--- src/rtl/assert_macros.svh ---
// Assertion macros shared by the controller, datapath and divider.
// Depends on nothing; each file that asserts includes this header.
`ifndef ASSERT_MACROS_SVH
`define ASSERT_MACROS_SVH

// Condition that must hold at every clock edge outside reset.
`define ASSERT_ALWAYS(lbl, clk, rst_n, cond) \
	lbl: assert property (@(posedge clk) disable iff (!rst_n) (cond)) \
		else $error("assertion failed");

// Condition in one cycle that implies another in the following cycle.
`define ASSERT_NEXT(lbl, clk, rst_n, ante, cons) \
	lbl: assert property (@(posedge clk) disable iff (!rst_n) (ante) |=> (cons)) \
		else $error("assertion failed");

`endif

--- src/rtl/tpvi_pkg.sv ---
// Types and constants of the three-axis PID controller.
// Used by the controller, the datapath, the divider and the top level.
`default_nettype none

package tpvi_pkg;

	// Datapath operations issued by the controller.
	typedef enum logic [3:0] {
		OP_NONE,
		OP_LOAD,
		OP_ERR,
		OP_WSEL,
		OP_WWAIT,
		OP_MULW,
		OP_IDIV,
		OP_IWAIT,
		OP_INT,
		OP_MKDL,
		OP_MD,
		OP_MP,
		OP_MI,
		OP_ACC,
		OP_VEL,
		OP_PUBLISH
	} op_t;

	typedef struct packed {
		op_t        op;
		logic [1:0] axis;
	} cmd_t;

	typedef struct packed {
		logic fade;
		logic div_done;
	} status_t;

	// Register indexes.
	localparam logic [2:0] REG_GAIN_P_XY = 3'd0;
	localparam logic [2:0] REG_GAIN_I_XY = 3'd1;
	localparam logic [2:0] REG_GAIN_D_XY = 3'd2;
	localparam logic [2:0] REG_GAIN_P_Z  = 3'd3;
	localparam logic [2:0] REG_GAIN_I_Z  = 3'd4;
	localparam logic [2:0] REG_GAIN_D_Z  = 3'd5;
	localparam logic [2:0] REG_BAND      = 3'd6;
	localparam logic [2:0] REG_BASE      = 3'd7;

	localparam logic [15:0] RST_GAIN_P_XY = 16'd3277;
	localparam logic [15:0] RST_GAIN_I_XY = 16'd819;
	localparam logic [15:0] RST_GAIN_D_XY = 16'd819;
	localparam logic [15:0] RST_GAIN_P_Z  = 16'd2867;
	localparam logic [15:0] RST_GAIN_I_Z  = 16'd410;
	localparam logic [15:0] RST_GAIN_D_Z  = 16'd819;
	localparam logic [30:0] RST_BAND      = 31'd65536;
	localparam logic [30:0] RST_BASE      = 31'd32768;

	localparam logic [1:0] AXIS_Z = 2'd2;

	// Integrator clamp (0.3), arrival limit (0.1) and velocity limit (0.5).
	localparam logic signed [15:0] I_LIMIT    = 16'sd19661;
	localparam logic [31:0]        ARRIVE_LIM = 32'd6554;
	localparam logic signed [16:0] V_LIMIT    = 17'sd32768;
	localparam logic [16:0]        W_FULL     = 17'd65536;

	// Divider width and step count.
	localparam int DIV_W = 48;

endpackage

`default_nettype wire

--- src/rtl/tpvi_ctrl.sv ---
// Controller: sequences the datapath through the three axes of one tick.
// Depends on tpvi_pkg for the command and status types.
`default_nettype none

`include "assert_macros.svh"

module tpvi_ctrl (
	input  wire logic              clk,
	input  wire logic              arst_n,
	input  wire logic              in_valid,
	output logic                   in_ready,
	output logic                   out_valid,
	input  wire logic              out_ready,
	input  wire tpvi_pkg::status_t status,
	output tpvi_pkg::cmd_t         cmd
);

	typedef enum logic [3:0] {
		S_IDLE, S_ERR, S_WSEL, S_WWAIT, S_MULW, S_IDIV, S_IWAIT, S_INT,
		S_MKDL, S_MD, S_MP, S_MI, S_ACC, S_VEL, S_DONE
	} state_t;

	state_t     state_q;
	logic [1:0] axis_q;
	logic       out_valid_q;
	logic       publish;

	assign publish = (state_q == S_DONE) && (!out_valid_q || out_ready);

	// Operation for the current state.
	always_comb begin
		cmd.axis = axis_q;
		case (state_q)
			S_IDLE:  cmd.op = in_valid ? tpvi_pkg::OP_LOAD : tpvi_pkg::OP_NONE;
			S_ERR:   cmd.op = tpvi_pkg::OP_ERR;
			S_WSEL:  cmd.op = tpvi_pkg::OP_WSEL;
			S_WWAIT: cmd.op = tpvi_pkg::OP_WWAIT;
			S_MULW:  cmd.op = tpvi_pkg::OP_MULW;
			S_IDIV:  cmd.op = tpvi_pkg::OP_IDIV;
			S_IWAIT: cmd.op = tpvi_pkg::OP_IWAIT;
			S_INT:   cmd.op = tpvi_pkg::OP_INT;
			S_MKDL:  cmd.op = tpvi_pkg::OP_MKDL;
			S_MD:    cmd.op = tpvi_pkg::OP_MD;
			S_MP:    cmd.op = tpvi_pkg::OP_MP;
			S_MI:    cmd.op = tpvi_pkg::OP_MI;
			S_ACC:   cmd.op = tpvi_pkg::OP_ACC;
			S_VEL:   cmd.op = tpvi_pkg::OP_VEL;
			S_DONE:  cmd.op = publish ? tpvi_pkg::OP_PUBLISH : tpvi_pkg::OP_NONE;
			default: cmd.op = tpvi_pkg::OP_NONE;
		endcase
	end

	assign in_ready  = (state_q == S_IDLE);
	assign out_valid = out_valid_q;

	// State and output valid.
	always_ff @(posedge clk or negedge arst_n) begin
		if (!arst_n) begin
			state_q     <= S_IDLE;
			axis_q      <= '0;
			out_valid_q <= 1'b0;
		end else begin
			if (publish)
				out_valid_q <= 1'b1;
			else if (out_ready)
				out_valid_q <= 1'b0;
			case (state_q)
				S_IDLE: begin
					axis_q <= '0;
					if (in_valid)
						state_q <= S_ERR;
				end
				S_ERR:   state_q <= S_WSEL;
				S_WSEL:  state_q <= status.fade ? S_WWAIT : S_MULW;
				S_WWAIT: if (status.div_done) state_q <= S_MULW;
				S_MULW:  state_q <= S_IDIV;
				S_IDIV:  state_q <= S_IWAIT;
				S_IWAIT: state_q <= S_INT;
				S_INT:   state_q <= S_MKDL;
				S_MKDL:  state_q <= S_MD;
				S_MD:    state_q <= S_MP;
				S_MP:    state_q <= S_MI;
				S_MI:    state_q <= S_ACC;
				S_ACC:   state_q <= S_VEL;
				S_VEL: begin
					if (axis_q == tpvi_pkg::AXIS_Z) begin
						state_q <= S_DONE;
					end else begin
						axis_q  <= axis_q + 1'b1;
						state_q <= S_ERR;
					end
				end
				S_DONE:  if (publish) state_q <= S_IDLE;
				default: state_q <= S_IDLE;
			endcase
		end
	end

	`ASSERT_NEXT(a_publish_valid, clk, arst_n, publish, out_valid_q && state_q == S_IDLE)

endmodule

`default_nettype wire

--- config.mk ---
export PLATFORM = sky130hd
export DESIGN_NAME = tpvi_ctrl
export DESIGN_NICKNAME = d
export VERILOG_FILES = /design/src/rtl/tpvi_pkg.sv /design/src/rtl/tpvi_ctrl.sv
export VERILOG_INCLUDE_DIRS = /design/src /design/src/rtl
export SDC_FILE = /design/constraint.sdc
export NUM_CORES = 1
export LEC_CHECK = 0
export ABC_AREA = 1
export BUFFER_PORTS_ARGS = -buffer_cell sky130_fd_sc_hd__buf_2
export CORE_AREA = 2 2 42 44
export CTS_BUF_LIST = sky130_fd_sc_hd__clkbuf_4
export DETAILED_ROUTE_END_ITERATION = 8
export DIE_AREA = 0 0 44 46
export PLACE_DENSITY_LB_ADDON = 0.3
export SLEW_MARGIN = 40
export SYNTH_ARGS = -nofsm -noshare
export SYNTH_HDL_FRONTEND = slang
export SYNTH_SLANG_ARGS = --single-unit
--- constraint.sdc ---
create_clock -name clk -period 3.3 [get_ports clk]
set_input_delay 0.165 -clock clk [delete_from_list [all_inputs] [get_ports clk]]
set_output_delay 0.165 -clock clk [all_outputs]
set_load 0.02 [all_outputs]
### Word level (Yosys, flattened, before mapping)

Index checks and enable logic that the tools add are counted.
Widths: inputs -> output; s select.

* add/subtract/negate cells: 1
* equal/unequal tests: 19
* multiplexer cells: 13
* reduce and logical (&&, ||, !) cells: 8

Operators with widths (count)
* $pmux 4 s15: 2
* $eq 4x4->1 const B: 7
* $mux 4: 5
* $eq 4x3->1 const B: 4
* $eq 4x2->1 const B: 2
* $ne 2x2->1 const B: 4
* $eq 4x1->1 const B: 1
* $logic_not 4->1: 1
* $pmux 2 s2: 1
* $reduce_bool 2->1: 2
* $mux 1: 3
* $mux 3: 1
* $reduce_and 3->1: 1
* $add 2x1->2 const B: 1
* $eq 2x2->1 const B: 1
* $mux 2: 1
* $reduce_and 2->1: 1
* $logic_and 1x1->1: 1
* $logic_not 1->1: 1
* $logic_or 1x1->1: 1

* input bits: 6
* register bits after elaboration: 7
* logic and storage cells: 44
* output and inout bits: 8

### Depth between registers and ports, before layout

* word-level depth: 5
* gate-level depth with buffers: 9
* gate-level depth less buffers: 9

### Worst setup path after synthesis

Ideal clock, no wire load.

* path type: register -> output
* from: register state_q[2]
* to: output port cmd[2] (netlist bit)
* arrival time: 1184 ps
* required time: 3135 ps
* setup slack: 1951 ps
* path buffers: 0
* cell stages (with the launch flop): 7
* cells stage by stage: dfrtp_1 > nor2_2 > nand2_1 > inv_1 > nand2_1 > nand3_1 > or2_1

RTL lines
* start, declared: RTL line tpvi_ctrl.sv:23 `state_t state_q;`
* start signal, assigned: RTL line tpvi_ctrl.sv:74 `S_WSEL: state_q <= status.fade ? S_WWAIT : S_MULW;`
* end, declared: RTL line tpvi_ctrl.sv:15 `output tpvi_pkg::cmd_t cmd`

==> flow_summary_export.csv <==
group,metric,value,unit
outcome,outcome,"finished, final reports clean",
run,cap_violations,0,
worst_setup_path,critPathCaptureType,"primary output",
yosys,synth-xor-area-share,0,%
yosys,yosys.area.top_type,"dfrtp_1",
placement,place_hpwl,1060,um
yosys,ys_ff_latch,7,
clock_network,cts_setup_buffers,0,
die,core,0.00161,sq mm
sta,slew_viol_final,0,
min_path,hold_path_class,"primary input to flop",
clock_network,cts.htree.levels,1,
power,clockPowerShare,12.2,%
sta,timing.fmax,0.602,GHz
worst_setup_path,worstPathCellList,"nor2_2, nand2_1, inv_1, nand2_1, nand3_1, or2_1, buf_2",
routing,wire_per_inst,10.3,um
clock_network,clkLatencyLatePin,240,ps
placement,port_buffers,13,
routing,wl,1270,um
die,die_y,46,um
placement,gp_congestion,0.807,
sta,setup-tns-final,0,ps
die,fp.dieW,44,um
finish,fin_cells,123,
routing,viasPerCell,4.63,
die,rows,15,
worst_setup_path,path_buf_inv,2,
routing,final_antenna_net_count,0,
sta,max_slew_margin,79.1,%
finish,area_growth,23.9,%
yosys,synth_top_area_share,33.2,%
yosys,synthesis.area,528,sq um
power,power_density,1030,mW/mm^2
power,finalPower,672,uW
clock_network,cts-root-buf,"clkbuf_4",
yosys,synth_fa_ha_area_share,2.37,%
finish,final_layout_size_suffix_gt1_share,20.8,%
clock_network,cts.hold.buffers_added,1,
sta,hold_viol,0,
die,initial_utilization,32.7,%
routing,drt_pass1_iterations,4,
yosys,yosys-top-cells-area,"dfrtp_1 (33%), nand2_1 (20%), inv_1 (10%), nor2_1 (10%), o21ai_0 (6.6%)",
die,io_pins,14,
sta,setup_violations,0,
clock_network,clk_pin_slew,50,ps
routing,vias,569,
power,switching_share,53.1,%
global_route,track_usage,14.1,%
yosys,syn_avg_cell_area,6.00,sq um
clock_network,clock_sinks,7,
yosys,synth.area.mux_share,0,%
worst_setup_path,required,3130,ps
global_route,grt_pass1_wl,2010,um
worst_setup_path,crit_family,"simple AND/OR/NAND/NOR gates",
routing,drt_iter0_drc,12,
worst_setup_path,worst_path_max_delay_cell,"dfrtp_1",
yosys,synth-simple-area-share,45.5,%
yosys,synth_top_family_by_area,"simple AND/OR/NAND/NOR gates",
yosys,synth_compound_area_share,7.58,%
finish,n_antenna_cell,0,
sta,whs,265,ps
sta,period_needed,1660,ps
yosys,yosysWarnings,0,
sta,period_share,50.4,%
global_route,grt_overflow,0,
worst_setup_path,cpMostUsedCell,"nand2_1",
yosys,syn-num-nets,95,
sta,finalClockSkew,4.32,ps
worst_setup_path,start_kind,"flop",
routing,drc,0,
clock_network,cts_resized,0,
clock_network,cts_tree,"built",
worst_setup_path,worstSetupPathType,"flop to primary output",
sta,rsz0062_at_grt,"false",
global_route,first_global_vias,493,
power,p_leak,0.398,nW
global_route,antenna_found_initial,0,
placement,placed_cells,118,
power,combPwrFrac,63.3,%
yosys,syn_inst,88,
power,p_int,316,uW
sta,worst_slew_pin_slew,310,ps
power,ir_drop,0.394,mV
finish,fin_nets,114,
worst_setup_path,slowest_delay,450,ps
finish,fill_cells,180,
power,switching_power,357,uW
worst_setup_path,crit_fanout,7,
yosys,ys_seq_area_share,33.2,%
worst_setup_path,cp.arrival,1500,ps
die,die-area,0.00202,sq mm
clock_network,numCtsBuffers,3,
yosys,synth.distinct_cells,15,
global_route,grt_start_max_net_pins,8,
clock_network,clockBufferDepth,2,
power,pwr-share-seq,24.5,%
## worst reg2reg max path, cell delays in order (launching register included)
cell     delay (ps)
dfrtp_1         450
nor2_2          230
nand2_1         140
o21ai_0         190
nor2_1           70
nand2_1          70
nand2_1          60
## synthesized netlist by cell type
master and count:
nand4_1 1, dfrtp_1 7, nand2_2 2, inv_2 1, nor2_2 2, ha_1 1, clkinv_1 1, or2_1 1
o21ai_0 7, inv_1 14, a21oi_1 1, nand2_1 28, nand3b_1 2, nand3_1 6, nor2_1 14
## power groups by stage
stage	logic [mW]	clock network (mW)	registers (mW)
2_1_floorplan	0.298	0	0.167
3_3_place_gp	0.425	0	0.162
3_5_place_dp	0.427	0	0.164
4_1_cts	0.429	0.0873	0.163
5_1_grt	0.484	0.0927	0.170
6_report	0.426	0.0823	0.165
## final cells by class
cell class / count / area, sq um / share of cell area [%]
multi-input combinational: 65 / 293 / 44.7
sequential: 7 / 175 / 26.8
timing repair buffer: 14 / 75.1 / 11.5
inverter: 16 / 60.1 / 9.18
clock buffer: 4 / 30.0 / 4.59
tap: 17 / 21.3 / 3.25
## final timing paths
path | start | end | slack (ps) | cells past startpoint
worst min register to register | axis_q[0] | axis_q[0] | 520 | 1
worst min-delay path | out_ready | out_valid | 260 | 4
worst max-delay path | state_q[2] | cmd[2] | 1640 | 7
max in group asynchronous | arst_n | state_q[1] | 2870 | 2
worst max register to register | state_q[2] | state_q[2] | 1980 | 6
min in group asynchronous | arst_n | axis_q[1] | 280 | 2
## metrics by stage
step           area (sq um)  setup WS, ps  util (%)
3_5_place_dp            614          1900      38.1
4_1_cts                 654          1630      40.5
2_1_floorplan           528          1950         -
5_1_grt                 654          1440      40.5
3_3_place_gp            614          1890      38.1
6_report                654          1640      40.5
## cell families (layout without fill, tap and decap cells)
kind of cell | Yosys count | in the layout
adder cells (fa/ha/maj) | 1 | 1
AND/OR/NAND/NOR | 56 | 56
buffers and inverters | 16 | 34
flip-flops | 7 | 7
AO/OA/AOI/OAI | 8 | 8
## cell usage in the layout (no fill, tap or decap), types with 2 or more instances in the layout
cell type | Yosys | layout
buf_2 | 0 | 13
clkbuf_4 | 0 | 4
dfrtp_1 | 7 | 7
inv_1 | 14 | 14
nand2_1 | 28 | 28
nand2_2 | 2 | 2
nand3_1 | 6 | 6
nand3b_1 | 2 | 2
nor2_1 | 14 | 14
nor2_2 | 2 | 2
o21ai_0 | 7 | 7
## state kept, by name, indices dropped and copies added (netlist names)
| signal | cells |
|---|---|
| axis_q | 2 |
| out_valid | 1 |
| state_q | 4 |
## metal layers
layer	GRT usage [%]	part of all wire [%]
met2	27.1	53
met1	15.3	45
met3	3.57	2.4
met5	0	0
met4	3.64	0
Power figures use the tool's default switching activity.
